--- config.mk ---
export PLATFORM = sky130hd
export DESIGN_NAME = ordered_category_bucket_store
export DESIGN_NICKNAME = d
export VERILOG_FILES = /design/src/rtl/core/ocbs_pkg.sv /design/src/rtl/core/ocbs_datapath.sv /design/src/rtl/core/ocbs_controller.sv /design/src/rtl/core/ordered_category_bucket_store.sv
export SDC_FILE = /design/constraint.sdc
export NUM_CORES = 1
export LEC_CHECK = 0
export BUFFER_PORTS_ARGS = -buffer_cell sky130_fd_sc_hd__buf_4
export CORE_MARGIN = 2
export CORE_UTILIZATION = 50
export CTS_CLUSTER_DIAMETER = 200
export CTS_CLUSTER_SIZE = 14
export DETAILED_ROUTE_END_ITERATION = 12
export GPL_TIMING_DRIVEN = 0
export HOLD_SLACK_MARGIN = 0.12
export PLACE_DENSITY = 0.66
export SYNTH_ARGS = -nofsm -noshare
export SYNTH_HDL_FRONTEND = slang
export SYNTH_HIERARCHICAL = 1
export SYNTH_SLANG_ARGS = --single-unit
--- constraint.sdc ---
create_clock -name clk -period 10.6 [get_ports clk]
set_input_delay 1.59 -clock clk [delete_from_list [all_inputs] [get_ports clk]]
set_output_delay 1.59 -clock clk [all_outputs]
set_load 0.1 [all_outputs]
--- src/rtl/core/ocbs_pkg.sv ---
// Shared constants, codes and controller/datapath types for the category bucket store.
`default_nettype none
package ocbs_pkg;

    localparam int MAX_ITEMS      = 64;
    localparam int NUM_CATEGORIES = 4;
    localparam int ADDR_W         = $clog2(MAX_ITEMS);
    localparam int CNT_W          = $clog2(MAX_ITEMS + 1);
    localparam int CAT_W          = 2;
    localparam int ID_W           = 8;
    localparam int CMD_W          = 3;
    localparam int IDX_W          = 6;
    localparam int STAT_W         = 2;

    typedef enum logic [CMD_W-1:0] {
        CMD_CLEAR  = 3'd0,
        CMD_ADD    = 3'd1,
        CMD_REMOVE = 3'd2,
        CMD_CHANGE = 3'd3,
        CMD_FIND   = 3'd4,
        CMD_FIRST  = 3'd5
    } cmd_t;

    localparam logic [STAT_W-1:0] ST_DONE      = 2'd0;
    localparam logic [STAT_W-1:0] ST_NOT_FOUND = 2'd1;
    localparam logic [STAT_W-1:0] ST_FULL      = 2'd2;
    localparam logic [STAT_W-1:0] ST_BAD_INDEX = 2'd3;

    typedef enum logic [4:0] {
        S_IDLE,
        S_DISPATCH,
        S_SHU_RD,
        S_SHU_WR,
        S_INSERT,
        S_MOVE,
        S_SW_RA,
        S_SW_RB,
        S_SW_WA,
        S_SW_WB,
        S_FIND_RD,
        S_FIND_CMP,
        S_FIRST_RES,
        S_REM_RD,
        S_REM_WR,
        S_SHD_RD,
        S_SHD_WR,
        S_RESULT
    } state_t;

    typedef enum logic [4:0] {
        OP_NOP,
        OP_LOAD,
        OP_CLEAR,
        OP_RES_FULL,
        OP_RES_NONE,
        OP_SHU_RD,
        OP_SHU_WR,
        OP_INSERT,
        OP_MOVE_DONE,
        OP_SW_RA,
        OP_SW_RB,
        OP_SW_WA,
        OP_SW_WB,
        OP_FIND_INIT,
        OP_FIND_RD,
        OP_FIND_CMP,
        OP_NOT_FOUND,
        OP_CHG_CHECK,
        OP_FIRST_RD,
        OP_FIRST_RES,
        OP_REM_RD,
        OP_REM_WR,
        OP_SHD_RD,
        OP_SHD_WR,
        OP_REM_DONE,
        OP_PUBLISH
    } op_t;

    typedef struct packed {
        logic [CMD_W-1:0] cmd;
        logic             full;
        logic             shift_up_done;
        logic             at_target;
        logic             scan_end;
        logic             match;
        logic             chg_bad;
        logic             store_empty;
        logic             out_free;
    } dp_status_t;

endpackage
`default_nettype wire

--- src/rtl/core/ocbs_datapath.sv ---
// Datapath: item memory, list lengths, walkers, swap holder and result registers.
`default_nettype none
module ocbs_datapath
    import ocbs_pkg::*;
(
    input  wire logic              clk,
    input  wire logic              rst_n,
    input  wire op_t               op,
    output dp_status_t             stat,
    input  wire logic              cfg_write_en,
    input  wire logic [CAT_W-1:0]  cfg_write_data,
    input  wire logic [CMD_W-1:0]  command,
    input  wire logic [ID_W-1:0]   item_id,
    input  wire logic [CAT_W-1:0]  category,
    input  wire logic [IDX_W-1:0]  index,
    input  wire logic [CAT_W-1:0]  new_category,
    input  wire logic              out_ready,
    output logic                   out_valid,
    output logic                   ok,
    output logic [STAT_W-1:0]      status,
    output logic [CAT_W-1:0]       out_category,
    output logic [IDX_W-1:0]       out_index,
    output logic [ID_W-1:0]        out_item
);

    logic [ID_W-1:0]   mem [MAX_ITEMS];
    logic [ID_W-1:0]   rd_data_reg;

    logic [CNT_W-1:0]  cnt_reg [NUM_CATEGORIES];
    logic [CNT_W-1:0]  cnt_next [NUM_CATEGORIES];
    logic [CAT_W-1:0]  bg_reg, bg_next;
    logic              out_valid_reg, out_valid_next;

    logic [CMD_W-1:0]  cmd_reg, cmd_next;
    logic [ID_W-1:0]   id_reg, id_next;
    logic [CAT_W-1:0]  in_cat_reg, in_cat_next;
    logic [IDX_W-1:0]  in_idx_reg, in_idx_next;
    logic [CAT_W-1:0]  in_ncat_reg, in_ncat_next;
    logic [CAT_W-1:0]  cat_reg, cat_next;
    logic [CAT_W-1:0]  tgt_reg, tgt_next;
    logic [IDX_W-1:0]  idx_reg, idx_next;
    logic [CNT_W-1:0]  ptr_reg, ptr_next;
    logic [ID_W-1:0]   tmp_reg, tmp_next;

    logic              res_ok_reg, res_ok_next;
    logic [STAT_W-1:0] res_st_reg, res_st_next;
    logic [CAT_W-1:0]  res_cat_reg, res_cat_next;
    logic [IDX_W-1:0]  res_idx_reg, res_idx_next;
    logic [ID_W-1:0]   res_item_reg, res_item_next;

    logic              o_ok_reg, o_ok_next;
    logic [STAT_W-1:0] o_st_reg, o_st_next;
    logic [CAT_W-1:0]  o_cat_reg, o_cat_next;
    logic [IDX_W-1:0]  o_idx_reg, o_idx_next;
    logic [ID_W-1:0]   o_item_reg, o_item_next;

    logic [CNT_W-1:0]  start_pos [NUM_CATEGORIES+1];
    logic [CNT_W-1:0]  total, cur_cnt, cur_start, cur_last, cur_end;
    logic [CNT_W-1:0]  swap_a, swap_b;
    logic              move_up;
    logic [CAT_W-1:0]  scan_cat;
    logic [CNT_W-1:0]  scan_idx;
    logic [CAT_W-1:0]  first_cat;
    logic              first_found;
    logic [CNT_W-1:0]  first_addr;

    logic              mem_re, mem_we;
    logic [ADDR_W-1:0] mem_raddr, mem_waddr;
    logic [ID_W-1:0]   mem_wdata;

    // List boundaries from the lengths
    always_comb
    begin
        start_pos[0] = '0;
        for (int k = 1; k <= NUM_CATEGORIES; k++)
        begin
            start_pos[k] = start_pos[k-1] + cnt_reg[k-1];
        end
    end

    assign total     = start_pos[NUM_CATEGORIES];
    assign cur_cnt   = cnt_reg[cat_reg];
    assign cur_start = start_pos[cat_reg];
    assign cur_end   = cur_start + cur_cnt;
    assign cur_last  = cur_end - CNT_W'(1);
    assign move_up   = cat_reg < tgt_reg;
    assign swap_a    = cur_start + CNT_W'(idx_reg);
    assign swap_b    = move_up ? cur_last : cur_start;

    // Category that holds the scan position: first list whose end lies beyond it
    always_comb
    begin
        scan_cat = '0;
        for (int k = NUM_CATEGORIES - 1; k >= 0; k--)
        begin
            if (ptr_reg < start_pos[k+1])
            begin
                scan_cat = CAT_W'(k);
            end
        end
        scan_idx = ptr_reg - start_pos[scan_cat];
    end

    // First non-empty category
    always_comb
    begin
        first_cat   = '0;
        first_found = 1'b0;
        for (int k = NUM_CATEGORIES - 1; k >= 0; k--)
        begin
            if (cnt_reg[k] != '0)
            begin
                first_cat   = CAT_W'(k);
                first_found = 1'b1;
            end
        end
        first_addr = start_pos[first_cat] + cnt_reg[first_cat] - CNT_W'(1);
    end

    // Status to the controller
    always_comb
    begin
        stat.cmd           = cmd_reg;
        stat.full          = total >= CNT_W'(MAX_ITEMS);
        stat.shift_up_done = ptr_reg == cur_end;
        stat.at_target     = cat_reg == tgt_reg;
        stat.scan_end      = ptr_reg == total;
        stat.match         = rd_data_reg == id_reg;
        stat.chg_bad       = {1'b0, in_idx_reg} >= cnt_reg[in_cat_reg];
        stat.store_empty   = !first_found;
        stat.out_free      = !out_valid_reg || out_ready;
    end

    // Memory port selection
    always_comb
    begin
        mem_re    = 1'b0;
        mem_we    = 1'b0;
        mem_raddr = '0;
        mem_waddr = '0;
        mem_wdata = rd_data_reg;
        unique case (op)
            OP_SHU_RD:
            begin
                mem_re    = 1'b1;
                mem_raddr = ADDR_W'(ptr_reg - CNT_W'(1));
            end
            OP_SHU_WR:
            begin
                mem_we    = 1'b1;
                mem_waddr = ADDR_W'(ptr_reg);
            end
            OP_INSERT:
            begin
                mem_we    = 1'b1;
                mem_waddr = ADDR_W'(cur_end);
                mem_wdata = id_reg;
            end
            OP_SW_RA:
            begin
                mem_re    = 1'b1;
                mem_raddr = ADDR_W'(swap_a);
            end
            OP_SW_RB:
            begin
                mem_re    = 1'b1;
                mem_raddr = ADDR_W'(swap_b);
            end
            OP_SW_WA:
            begin
                mem_we    = 1'b1;
                mem_waddr = ADDR_W'(swap_a);
            end
            OP_SW_WB:
            begin
                mem_we    = 1'b1;
                mem_waddr = ADDR_W'(swap_b);
                mem_wdata = tmp_reg;
            end
            OP_FIND_RD, OP_SHD_RD:
            begin
                mem_re    = 1'b1;
                mem_raddr = ADDR_W'(ptr_reg);
            end
            OP_FIRST_RD:
            begin
                mem_re    = 1'b1;
                mem_raddr = ADDR_W'(first_addr);
            end
            OP_REM_RD:
            begin
                mem_re    = 1'b1;
                mem_raddr = ADDR_W'(cur_last);
            end
            OP_REM_WR:
            begin
                mem_we    = 1'b1;
                mem_waddr = ADDR_W'(swap_a);
            end
            OP_SHD_WR:
            begin
                mem_we    = 1'b1;
                mem_waddr = ADDR_W'(ptr_reg - CNT_W'(1));
            end
            default:
            begin
                mem_re = 1'b0;
            end
        endcase
    end

    // Item memory with registered read
    always_ff @(posedge clk)
    begin
        if (mem_we)
        begin
            mem[mem_waddr] <= mem_wdata;
        end
        if (mem_re)
        begin
            rd_data_reg <= mem[mem_raddr];
        end
    end

    // Next-state of walkers, lengths and results
    always_comb
    begin
        cnt_next      = cnt_reg;
        bg_next       = cfg_write_en ? cfg_write_data : bg_reg;
        cmd_next      = cmd_reg;
        id_next       = id_reg;
        in_cat_next   = in_cat_reg;
        in_idx_next   = in_idx_reg;
        in_ncat_next  = in_ncat_reg;
        cat_next      = cat_reg;
        tgt_next      = tgt_reg;
        idx_next      = idx_reg;
        ptr_next      = ptr_reg;
        tmp_next      = tmp_reg;
        res_ok_next   = res_ok_reg;
        res_st_next   = res_st_reg;
        res_cat_next  = res_cat_reg;
        res_idx_next  = res_idx_reg;
        res_item_next = res_item_reg;
        o_ok_next     = o_ok_reg;
        o_st_next     = o_st_reg;
        o_cat_next    = o_cat_reg;
        o_idx_next    = o_idx_reg;
        o_item_next   = o_item_reg;
        out_valid_next = out_ready ? 1'b0 : out_valid_reg;

        // Default result: all fields zero; the command's own op then sets what it reports
        if (op == OP_CLEAR || op == OP_RES_FULL || op == OP_RES_NONE ||
            op == OP_NOT_FOUND || op == OP_REM_DONE || op == OP_MOVE_DONE ||
            op == OP_FIRST_RES || (op == OP_FIRST_RD && !first_found) ||
            (op == OP_CHG_CHECK && stat.chg_bad) || (op == OP_FIND_CMP && stat.match))
        begin
            res_ok_next   = 1'b0;
            res_st_next   = ST_DONE;
            res_cat_next  = '0;
            res_idx_next  = '0;
            res_item_next = '0;
        end

        unique case (op)
            OP_LOAD:
            begin
                cmd_next     = command;
                id_next      = item_id;
                in_cat_next  = category;
                in_idx_next  = index;
                in_ncat_next = new_category;
                cat_next     = bg_reg;
                tgt_next     = category;
                ptr_next     = total;
            end
            OP_CLEAR:
            begin
                for (int k = 0; k < NUM_CATEGORIES; k++)
                begin
                    cnt_next[k] = '0;
                end
                res_ok_next = 1'b1;
            end
            OP_RES_FULL:
            begin
                res_st_next = ST_FULL;
            end
            OP_SHU_WR:
            begin
                ptr_next = ptr_reg - CNT_W'(1);
            end
            OP_INSERT:
            begin
                cnt_next[cat_reg] = cur_cnt + CNT_W'(1);
                idx_next          = IDX_W'(cur_cnt);
            end
            OP_MOVE_DONE:
            begin
                res_ok_next  = 1'b1;
                res_cat_next = cat_reg;
                res_idx_next = idx_reg;
            end
            OP_SW_RB:
            begin
                tmp_next = rd_data_reg;
            end
            OP_SW_WB:
            begin
                cnt_next[cat_reg] = cur_cnt - CNT_W'(1);
                if (move_up)
                begin
                    cnt_next[cat_reg + CAT_W'(1)] = cnt_reg[cat_reg + CAT_W'(1)] + CNT_W'(1);
                    cat_next = cat_reg + CAT_W'(1);
                    idx_next = '0;
                end
                else
                begin
                    cnt_next[cat_reg - CAT_W'(1)] = cnt_reg[cat_reg - CAT_W'(1)] + CNT_W'(1);
                    cat_next = cat_reg - CAT_W'(1);
                    idx_next = IDX_W'(cnt_reg[cat_reg - CAT_W'(1)]);
                end
            end
            OP_FIND_INIT:
            begin
                ptr_next = '0;
            end
            OP_FIND_CMP:
            begin
                if (stat.match)
                begin
                    cat_next     = scan_cat;
                    idx_next     = IDX_W'(scan_idx);
                    tgt_next     = bg_reg;
                    res_ok_next  = 1'b1;
                    res_cat_next = scan_cat;
                    res_idx_next = IDX_W'(scan_idx);
                end
                else
                begin
                    ptr_next = ptr_reg + CNT_W'(1);
                end
            end
            OP_NOT_FOUND:
            begin
                res_st_next = ST_NOT_FOUND;
            end
            OP_CHG_CHECK:
            begin
                if (stat.chg_bad)
                begin
                    res_st_next = ST_BAD_INDEX;
                end
                cat_next = in_cat_reg;
                idx_next = in_idx_reg;
                tgt_next = in_ncat_reg;
            end
            OP_FIRST_RD:
            begin
                if (!first_found)
                begin
                    res_st_next = ST_NOT_FOUND;
                end
            end
            OP_FIRST_RES:
            begin
                res_ok_next   = 1'b1;
                res_item_next = rd_data_reg;
            end
            OP_REM_WR:
            begin
                ptr_next = cur_end;
            end
            OP_SHD_WR:
            begin
                ptr_next = ptr_reg + CNT_W'(1);
            end
            OP_REM_DONE:
            begin
                cnt_next[cat_reg] = cur_cnt - CNT_W'(1);
                res_ok_next       = 1'b1;
            end
            OP_PUBLISH:
            begin
                o_ok_next      = res_ok_reg;
                o_st_next      = res_st_reg;
                o_cat_next     = res_cat_reg;
                o_idx_next     = res_idx_reg;
                o_item_next    = res_item_reg;
                out_valid_next = 1'b1;
            end
            default:
            begin
                tmp_next = tmp_reg;
            end
        endcase
    end

    // Control state
    always_ff @(posedge clk or negedge rst_n)
    begin
        if (!rst_n)
        begin
            for (int k = 0; k < NUM_CATEGORIES; k++)
            begin
                cnt_reg[k] <= '0;
            end
            bg_reg        <= '0;
            out_valid_reg <= 1'b0;
        end
        else
        begin
            cnt_reg       <= cnt_next;
            bg_reg        <= bg_next;
            out_valid_reg <= out_valid_next;
        end
    end

    // Payload registers
    always_ff @(posedge clk)
    begin
        cmd_reg      <= cmd_next;
        id_reg       <= id_next;
        in_cat_reg   <= in_cat_next;
        in_idx_reg   <= in_idx_next;
        in_ncat_reg  <= in_ncat_next;
        cat_reg      <= cat_next;
        tgt_reg      <= tgt_next;
        idx_reg      <= idx_next;
        ptr_reg      <= ptr_next;
        tmp_reg      <= tmp_next;
        res_ok_reg   <= res_ok_next;
        res_st_reg   <= res_st_next;
        res_cat_reg  <= res_cat_next;
        res_idx_reg  <= res_idx_next;
        res_item_reg <= res_item_next;
        o_ok_reg     <= o_ok_next;
        o_st_reg     <= o_st_next;
        o_cat_reg    <= o_cat_next;
        o_idx_reg    <= o_idx_next;
        o_item_reg   <= o_item_next;
    end

    assign out_valid    = out_valid_reg;
    assign ok           = o_ok_reg;
    assign status       = o_st_reg;
    assign out_category = o_cat_reg;
    assign out_index    = o_idx_reg;
    assign out_item     = o_item_reg;

endmodule
`default_nettype wire

--- src/rtl/core/ocbs_controller.sv ---
// Controller: sequences memory shifts, swaps and scans for each command.
`default_nettype none
module ocbs_controller
    import ocbs_pkg::*;
(
    input  wire logic       clk,
    input  wire logic       rst_n,
    input  wire logic       in_valid,
    output logic            in_ready,
    input  wire dp_status_t stat,
    output op_t             op
);

    state_t state_reg, state_next;

    always_ff @(posedge clk or negedge rst_n)
    begin
        if (!rst_n)
        begin
            state_reg <= S_IDLE;
        end
        else
        begin
            state_reg <= state_next;
        end
    end

    // Next state
    always_comb
    begin
        state_next = state_reg;
        unique case (state_reg)
            S_IDLE:
            begin
                if (in_valid)
                begin
                    state_next = S_DISPATCH;
                end
            end
            S_DISPATCH:
            begin
                unique case (stat.cmd)
                    CMD_CLEAR:  state_next = S_RESULT;
                    CMD_ADD:    state_next = stat.full ? S_RESULT : S_SHU_RD;
                    CMD_REMOVE, CMD_FIND: state_next = S_FIND_RD;
                    CMD_CHANGE: state_next = stat.chg_bad ? S_RESULT : S_MOVE;
                    CMD_FIRST:  state_next = stat.store_empty ? S_RESULT : S_FIRST_RES;
                    default:    state_next = S_RESULT;
                endcase
            end
            S_SHU_RD:    state_next = stat.shift_up_done ? S_INSERT : S_SHU_WR;
            S_SHU_WR:    state_next = S_SHU_RD;
            S_INSERT:    state_next = S_MOVE;
            S_MOVE:
            begin
                if (!stat.at_target)
                begin
                    state_next = S_SW_RA;
                end
                else if (stat.cmd == CMD_REMOVE)
                begin
                    state_next = S_REM_RD;
                end
                else
                begin
                    state_next = S_RESULT;
                end
            end
            S_SW_RA:     state_next = S_SW_RB;
            S_SW_RB:     state_next = S_SW_WA;
            S_SW_WA:     state_next = S_SW_WB;
            S_SW_WB:     state_next = S_MOVE;
            S_FIND_RD:   state_next = stat.scan_end ? S_RESULT : S_FIND_CMP;
            S_FIND_CMP:
            begin
                if (!stat.match)
                begin
                    state_next = S_FIND_RD;
                end
                else if (stat.cmd == CMD_FIND)
                begin
                    state_next = S_RESULT;
                end
                else
                begin
                    state_next = S_MOVE;
                end
            end
            S_FIRST_RES: state_next = S_RESULT;
            S_REM_RD:    state_next = S_REM_WR;
            S_REM_WR:    state_next = S_SHD_RD;
            S_SHD_RD:    state_next = stat.scan_end ? S_RESULT : S_SHD_WR;
            S_SHD_WR:    state_next = S_SHD_RD;
            S_RESULT:
            begin
                if (stat.out_free)
                begin
                    state_next = S_IDLE;
                end
            end
            default:     state_next = S_IDLE;
        endcase
    end

    // Datapath commands
    always_comb
    begin
        op       = OP_NOP;
        in_ready = 1'b0;
        unique case (state_reg)
            S_IDLE:
            begin
                in_ready = 1'b1;
                if (in_valid)
                begin
                    op = OP_LOAD;
                end
            end
            S_DISPATCH:
            begin
                unique case (stat.cmd)
                    CMD_CLEAR:  op = OP_CLEAR;
                    CMD_ADD:    op = stat.full ? OP_RES_FULL : OP_NOP;
                    CMD_REMOVE, CMD_FIND: op = OP_FIND_INIT;
                    CMD_CHANGE: op = OP_CHG_CHECK;
                    CMD_FIRST:  op = OP_FIRST_RD;
                    default:    op = OP_RES_NONE;
                endcase
            end
            S_SHU_RD:    op = stat.shift_up_done ? OP_INSERT : OP_SHU_RD;
            S_SHU_WR:    op = OP_SHU_WR;
            S_INSERT:    op = OP_NOP;
            S_MOVE:
            begin
                if (!stat.at_target)
                begin
                    op = OP_SW_RA;
                end
                else if (stat.cmd != CMD_REMOVE)
                begin
                    op = OP_MOVE_DONE;
                end
            end
            S_SW_RA:     op = OP_SW_RB;
            S_SW_RB:     op = OP_SW_WA;
            S_SW_WA:     op = OP_SW_WB;
            S_SW_WB:     op = OP_NOP;
            S_FIND_RD:   op = stat.scan_end ? OP_NOT_FOUND : OP_FIND_RD;
            S_FIND_CMP:  op = OP_FIND_CMP;
            S_FIRST_RES: op = OP_FIRST_RES;
            S_REM_RD:    op = OP_REM_RD;
            S_REM_WR:    op = OP_REM_WR;
            S_SHD_RD:    op = stat.scan_end ? OP_REM_DONE : OP_SHD_RD;
            S_SHD_WR:    op = OP_SHD_WR;
            S_RESULT:    op = stat.out_free ? OP_PUBLISH : OP_NOP;
            default:     op = OP_NOP;
        endcase
    end

endmodule
`default_nettype wire

--- src/rtl/core/ordered_category_bucket_store.sv ---
// Top level: ordered per-category item lists with a valid/ready command channel.
//
// Commands enter on in_valid/in_ready with command, item_id, category, index and
// new_category; one result item leaves on out_valid/out_ready with ok, status,
// out_category, out_index and out_item. The background category register is
// written with cfg_write_en/cfg_write_data; the user must write it only while
// the block is idle, which the block does not enforce. One command is worked
// on at a time over a single-port item memory, one read or one write per cycle:
//   clear, bad change, full add, other codes: no memory access
//   first: a read of the last entry of the first non-empty list
//   find: a read and a compare per entry scanned
//   add: a read and write per entry shifted up, then a swap per level moved
//   remove: find, a swap per level, a copy of the last entry, then shift down
// The result sits in an output register; a new command is taken while it waits.
// If the receiver stalls, the next finished result holds until the slot frees.
// Reset empties every list and sets the background category to zero; the item
// memory itself is not cleared.
`default_nettype none
module ordered_category_bucket_store
    import ocbs_pkg::*;
(
    input  wire logic              clk,
    input  wire logic              rst_n,
    input  wire logic              cfg_write_en,
    input  wire logic [CAT_W-1:0]  cfg_write_data,
    input  wire logic              in_valid,
    output logic                   in_ready,
    input  wire logic [CMD_W-1:0]  command,
    input  wire logic [ID_W-1:0]   item_id,
    input  wire logic [CAT_W-1:0]  category,
    input  wire logic [IDX_W-1:0]  index,
    input  wire logic [CAT_W-1:0]  new_category,
    output logic                   out_valid,
    input  wire logic              out_ready,
    output logic                   ok,
    output logic [STAT_W-1:0]      status,
    output logic [CAT_W-1:0]       out_category,
    output logic [IDX_W-1:0]       out_index,
    output logic [ID_W-1:0]        out_item
);

    op_t        op;
    dp_status_t stat;

    ocbs_controller u_ctrl (
        .clk      (clk),
        .rst_n    (rst_n),
        .in_valid (in_valid),
        .in_ready (in_ready),
        .stat     (stat),
        .op       (op)
    );

    ocbs_datapath u_dp (
        .clk            (clk),
        .rst_n          (rst_n),
        .op             (op),
        .stat           (stat),
        .cfg_write_en   (cfg_write_en),
        .cfg_write_data (cfg_write_data),
        .command        (command),
        .item_id        (item_id),
        .category       (category),
        .index          (index),
        .new_category   (new_category),
        .out_ready      (out_ready),
        .out_valid      (out_valid),
        .ok             (ok),
        .status         (status),
        .out_category   (out_category),
        .out_index      (out_index),
        .out_item       (out_item)
    );

endmodule
`default_nettype wire
==> results.sh <==
export IMPL_max_stage_delay_on_crit_path_ns=0.78
export IMPL_timing_max_transition_violations_final=0
export IMPL_grt_setup_unrepaired="false"
export IMPL_detail_route_antenna_nets=0
export IMPL_layout_core_utilization=0.5511
export IMPL_worst_setup_path_type="flip-flop to flip-flop"
export IMPL_postSynth_asyncResetShare=0.05625
export IMPL_hold_path_class="flip-flop to flip-flop"
export IMPL_drive_above_1_share=0.1007
export IMPL_htree_num_levels=2
export IMPL_worst_setup_path_start_kind="flip-flop"
export IMPL_fmax_ghz=0.09733
export IMPL_cp_slowest_cell="sky130_fd_sc_hd__fa_1"
export IMPL_maxSlewHeadroom=0.07995
export IMPL_gr_overflow_total=0
export IMPL_clock_sinks=640
export IMPL_route_detailed_wl_per_inst_um=27.68
export IMPL_worst_ep_arrival_time_ns=10.63
export IMPL_cp_max_fo=10
export IMPL_largest_reg_flops=512
export IMPL_timing_final_crit_period_ns=10.27
export IMPL_last_weighted_congestion_value_of_the_routability_driven_placer=0.9515
export IMPL_cts_buf_count=51
export IMPL_synth_main_ff_cell="sky130_fd_sc_hd__edfxtp_1"
export IMPL_max_slew_worst_pin_slew_ns=1.376
export IMPL_drt_pass1_iterations=6
export IMPL_std_cell_rows=94
export IMPL_critPathCaptureType="flip-flop"
export IMPL_drv_cap=0
export IMPL_placement_setup_worst_slack_ns=-0.2859
export IMPL_synthesized_instance_count=2822
export IMPL_number_of_enable_flip_flop_cells_after_synthesis=593
export IMPL_worst_slack_ns=0.3256
export IMPL_first_pass_grt_wire_length_um=154500
export IMPL_critPathRequiredTime_ns=10.96
export IMPL_clock_path_buffers=3
export IMPL_clk_latency_ns=0.62
export IMPL_status="completed"
export IMPL_cts_root_buf="sky130_fd_sc_hd__clkbuf_16"
export IMPL_synth_area_per_cell_sq_um=11.65
export IMPL_finalClockSkew_ns=0.01631
export IMPL_io_pins=49
export IMPL_coreArea_sq_um=65390
export IMPL_grt_antenna_before_repair=0
export IMPL_synthDistinctLibCells=92
export IMPL_initial_core_util=0.5029
export IMPL_placed_cell_area_sq_um=34470
export IMPL_final_design_area_no_fill_sq_um=36040
export IMPL_vias=24974
export IMPL_layout_filler_cells=5581
export IMPL_globalRouteTotalUtil=0.3079
export IMPL_route_final_wire_length_um=105800
export IMPL_postSynthNetCount=2948
export IMPL_yosysSeqAreaShare=0.5755
export IMPL_area_delta_synth_final_pct=9.576
export IMPL_die_w_um=260.5
export IMPL_port_buffer_count=48
export IMPL_antenna_diode_instance_count=0
export IMPL_detail_route_iter0_violations=3373
export IMPL_post_synthesis_register_bit_count=640
export IMPL_critical_path_top_delay_family="compound AO/OA/AOI/OAI gates"
export IMPL_timing_final_crit_share=0.9693
export IMPL_final_hold_violation_count=0
export IMPL_dpl_hpwl_um=76570
export IMPL_pin_count_of_the_biggest_net_entering_global_routing=65
export IMPL_clk_transition_reported_paths_ns=0.08
export IMPL_tritoncts="yes"
export IMPL_first_global_vias=23884
export IMPL_dieHeight_um=260.5
export IMPL_critPathBufInv=7
export IMPL_mapped_area_sq_um=32890
export IMPL_fin_nets=3055
export IMPL_average_vias_per_placed_instance=6.533
export IMPL_ys_warn_count=6
export IMPL_floorplan_die_area_sq_um=67840
export IMPL_fin_hold_ws_ns=0.4203
export IMPL_setup_viol_count_final=0
export IMPL_postCtsSetupBuffers=0
export IMPL_drc=0
worst reg2reg max path: cells and delay by family (launching register included):
| family | cells | cell delay (ns) |
|---|---|---|
| AO/OA/AOI/OAI | 13 | 3.12 |
| AND/OR/NAND/NOR | 8 | 1.75 |
| flip-flops | 1 | 0.38 |
| multiplexers | 2 | 0.85 |
| buffers and inverters | 7 | 1.75 |
| adder cells (fa/ha/maj) | 3 | 1.83 |
| XOR/XNOR | 1 | 0.31 |
what timing repair did:
item | CTS | global route
resized for setup | 2 | 19
hold buffers | 0 | 0
endpoints found under the hold margin | 0 | 0
setup endpoints to repair | 686 | 1030
pin swaps | 0 | 1
cell families after synthesis:
group	share of synthesized area
AOI/OAI and AO/OA	0.1667
and+or+nand+nor	0.1085
DFF	0.5755
buffers and inverters	0.03808
muxes	0.04969
adders and majority gates	0.03888
xor gates and xnor gates	0.02264
placed cells by master, fill, tap and decap left out, types with 12 or more instances in the layout:
cell type | netlist | routed
sky130_fd_sc_hd__ha_1 | 91 | 91
sky130_fd_sc_hd__nand2_1 | 384 | 376
sky130_fd_sc_hd__inv_1 | 78 | 77
sky130_fd_sc_hd__nor3b_1 | 14 | 13
sky130_fd_sc_hd__and2_1 | 23 | 23
sky130_fd_sc_hd__nor2_1 | 191 | 181
sky130_fd_sc_hd__nand2b_1 | 28 | 28
sky130_fd_sc_hd__xor2_1 | 31 | 30
sky130_fd_sc_hd__a32oi_1 | 55 | 55
sky130_fd_sc_hd__a222oi_1 | 17 | 17
sky130_fd_sc_hd__buf_2 | 67 | 67
sky130_fd_sc_hd__nand3_1 | 32 | 30
sky130_fd_sc_hd__nand4_1 | 13 | 13
sky130_fd_sc_hd__nor3_1 | 30 | 30
sky130_fd_sc_hd__o21ai_0 | 84 | 84
sky130_fd_sc_hd__clkbuf_16 | 0 | 53
sky130_fd_sc_hd__edfxtp_1 | 593 | 593
sky130_fd_sc_hd__a21oi_1 | 261 | 261
sky130_fd_sc_hd__o221ai_1 | 23 | 23
sky130_fd_sc_hd__xnor2_1 | 54 | 53
sky130_fd_sc_hd__buf_4 | 22 | 71
sky130_fd_sc_hd__dfrtp_1 | 36 | 36
sky130_fd_sc_hd__mux4_2 | 21 | 21
sky130_fd_sc_hd__a211oi_1 | 63 | 63
sky130_fd_sc_hd__a221o_1 | 19 | 19
sky130_fd_sc_hd__buf_6 | 12 | 13
sky130_fd_sc_hd__a31oi_1 | 21 | 21
sky130_fd_sc_hd__clkbuf_1 | 78 | 106
sky130_fd_sc_hd__mux2_2 | 12 | 12
sky130_fd_sc_hd__a22oi_1 | 70 | 70
sky130_fd_sc_hd__a21o_1 | 36 | 36
sky130_fd_sc_hd__nor2b_1 | 20 | 20
sky130_fd_sc_hd__and3_1 | 12 | 12
sky130_fd_sc_hd__a221oi_1 | 64 | 64
sky130_fd_sc_hd__o211ai_1 | 14 | 14
sky130_fd_sc_hd__mux2i_1 | 101 | 100
per-stage QoR:
stage | setup TNS (ns) | cells
6_report | 0 | 3823
5_1_grt | 0 | 3823
4_1_cts | 0 | 3823
3_5_place_dp | -62.83 | 3740
3_3_place_gp | -778.00 | 3734
2_1_floorplan | 0 | 2822
cell usage after synthesis (11+ instances only):
cell type / number / area [sq um]
sky130_fd_sc_hd__mux4_2: 21 / 473.0
sky130_fd_sc_hd__a31oi_1: 21 / 131.4
sky130_fd_sc_hd__nor2_1: 191 / 716.9
sky130_fd_sc_hd__a21oi_1: 261 / 1306
sky130_fd_sc_hd__a211oi_1: 63 / 473.0
sky130_fd_sc_hd__a32oi_1: 55 / 481.7
sky130_fd_sc_hd__nand2_1: 384 / 1441
sky130_fd_sc_hd__buf_4: 22 / 165.2
sky130_fd_sc_hd__xnor2_1: 54 / 473.0
sky130_fd_sc_hd__buf_2: 67 / 335.3
sky130_fd_sc_hd__nor3b_1: 14 / 105.1
sky130_fd_sc_hd__o211ai_1: 14 / 105.1
sky130_fd_sc_hd__o21ai_0: 84 / 420.4
sky130_fd_sc_hd__nor2b_1: 20 / 125.1
sky130_fd_sc_hd__and3_1: 12 / 75.07
sky130_fd_sc_hd__mux2_2: 12 / 135.1
sky130_fd_sc_hd__nand2b_1: 28 / 175.2
sky130_fd_sc_hd__a222oi_1: 17 / 170.2
sky130_fd_sc_hd__nand4_1: 13 / 81.33
sky130_fd_sc_hd__dfrtp_1: 36 / 900.9
sky130_fd_sc_hd__a221o_1: 19 / 190.2
sky130_fd_sc_hd__nand3_1: 32 / 160.2
sky130_fd_sc_hd__nor3_1: 30 / 150.1
sky130_fd_sc_hd__dfxtp_1: 11 / 220.2
sky130_fd_sc_hd__a221oi_1: 64 / 560.5
sky130_fd_sc_hd__inv_1: 78 / 292.8
sky130_fd_sc_hd__a22oi_1: 70 / 525.5
sky130_fd_sc_hd__and2_1: 23 / 143.9
sky130_fd_sc_hd__clkbuf_1: 78 / 292.8
sky130_fd_sc_hd__xor2_1: 31 / 271.5
sky130_fd_sc_hd__mux2i_1: 101 / 1011
sky130_fd_sc_hd__a21o_1: 36 / 270.3
sky130_fd_sc_hd__o221ai_1: 23 / 201.4
sky130_fd_sc_hd__edfxtp_1: 593 / 17810
sky130_fd_sc_hd__ha_1: 91 / 1139
sky130_fd_sc_hd__buf_6: 12 / 135.1
path summary, 6_finish.rpt:
| kind | slack, ns | endpoint | startpoint | cells past startpoint |
|---|---|---|---|---|
| setup / recovery | 0.33 | u_dp/rd_data_reg[3]$_DFFE_PP_ | u_dp/cnt_reg[22]$_DFFE_PN0P_ | 34 |
| hold / removal | 0.42 | u_dp/out_item[3]$_DFFE_PP_ | u_dp/res_item_reg[3]$_SDFFCE_PN0P_ | 0 |
| setup reg to reg | 0.33 | u_dp/rd_data_reg[3]$_DFFE_PP_ | u_dp/cnt_reg[22]$_DFFE_PN0P_ | 34 |
| hold reg to reg | 0.42 | u_dp/out_item[3]$_DFFE_PP_ | u_dp/res_item_reg[3]$_SDFFCE_PN0P_ | 0 |
| max in group asynchronous | 9.21 | u_dp/cnt_reg[8]$_DFFE_PN0P_ | rst_n | 1 |
| min in group asynchronous | 0.98 | u_dp/bg_reg[1]$_DFFE_PN0P_ | rst_n | 1 |
final cells by class:
class | instances | area, sq um | area share
buffer | 186 | 955.9 | 0.02653
tap | 864 | 1081 | 0.03000
timing repair buffer | 54 | 459.2 | 0.01274
multi-input combinational | 1917 | 12830 | 0.3562
inverter | 79 | 300.3 | 0.008333
clock buffer | 81 | 1431 | 0.03972
clock inverter | 2 | 46.29 | 0.001285
sequential | 640 | 18930 | 0.5252
routing by layer:
metal | GRT usage | wire (um) | vias to the layer above | share of wire
met3 | 0.04779 | 9980 | 227 | 0.094
met2 | 0.4880 | 48710 | 1356 | 0.46
met4 | 0.1041 | 3772 | 0 | 0.036
li1 | - | - | 10972 | -
met5 | 0 | 0 | - | 0
met1 | 0.4346 | 43350 | 12419 | 0.41
Power is left out: the tool's default activity adds up to more than one toggle a clock period on the data nets, which glitch-free logic cannot reach.
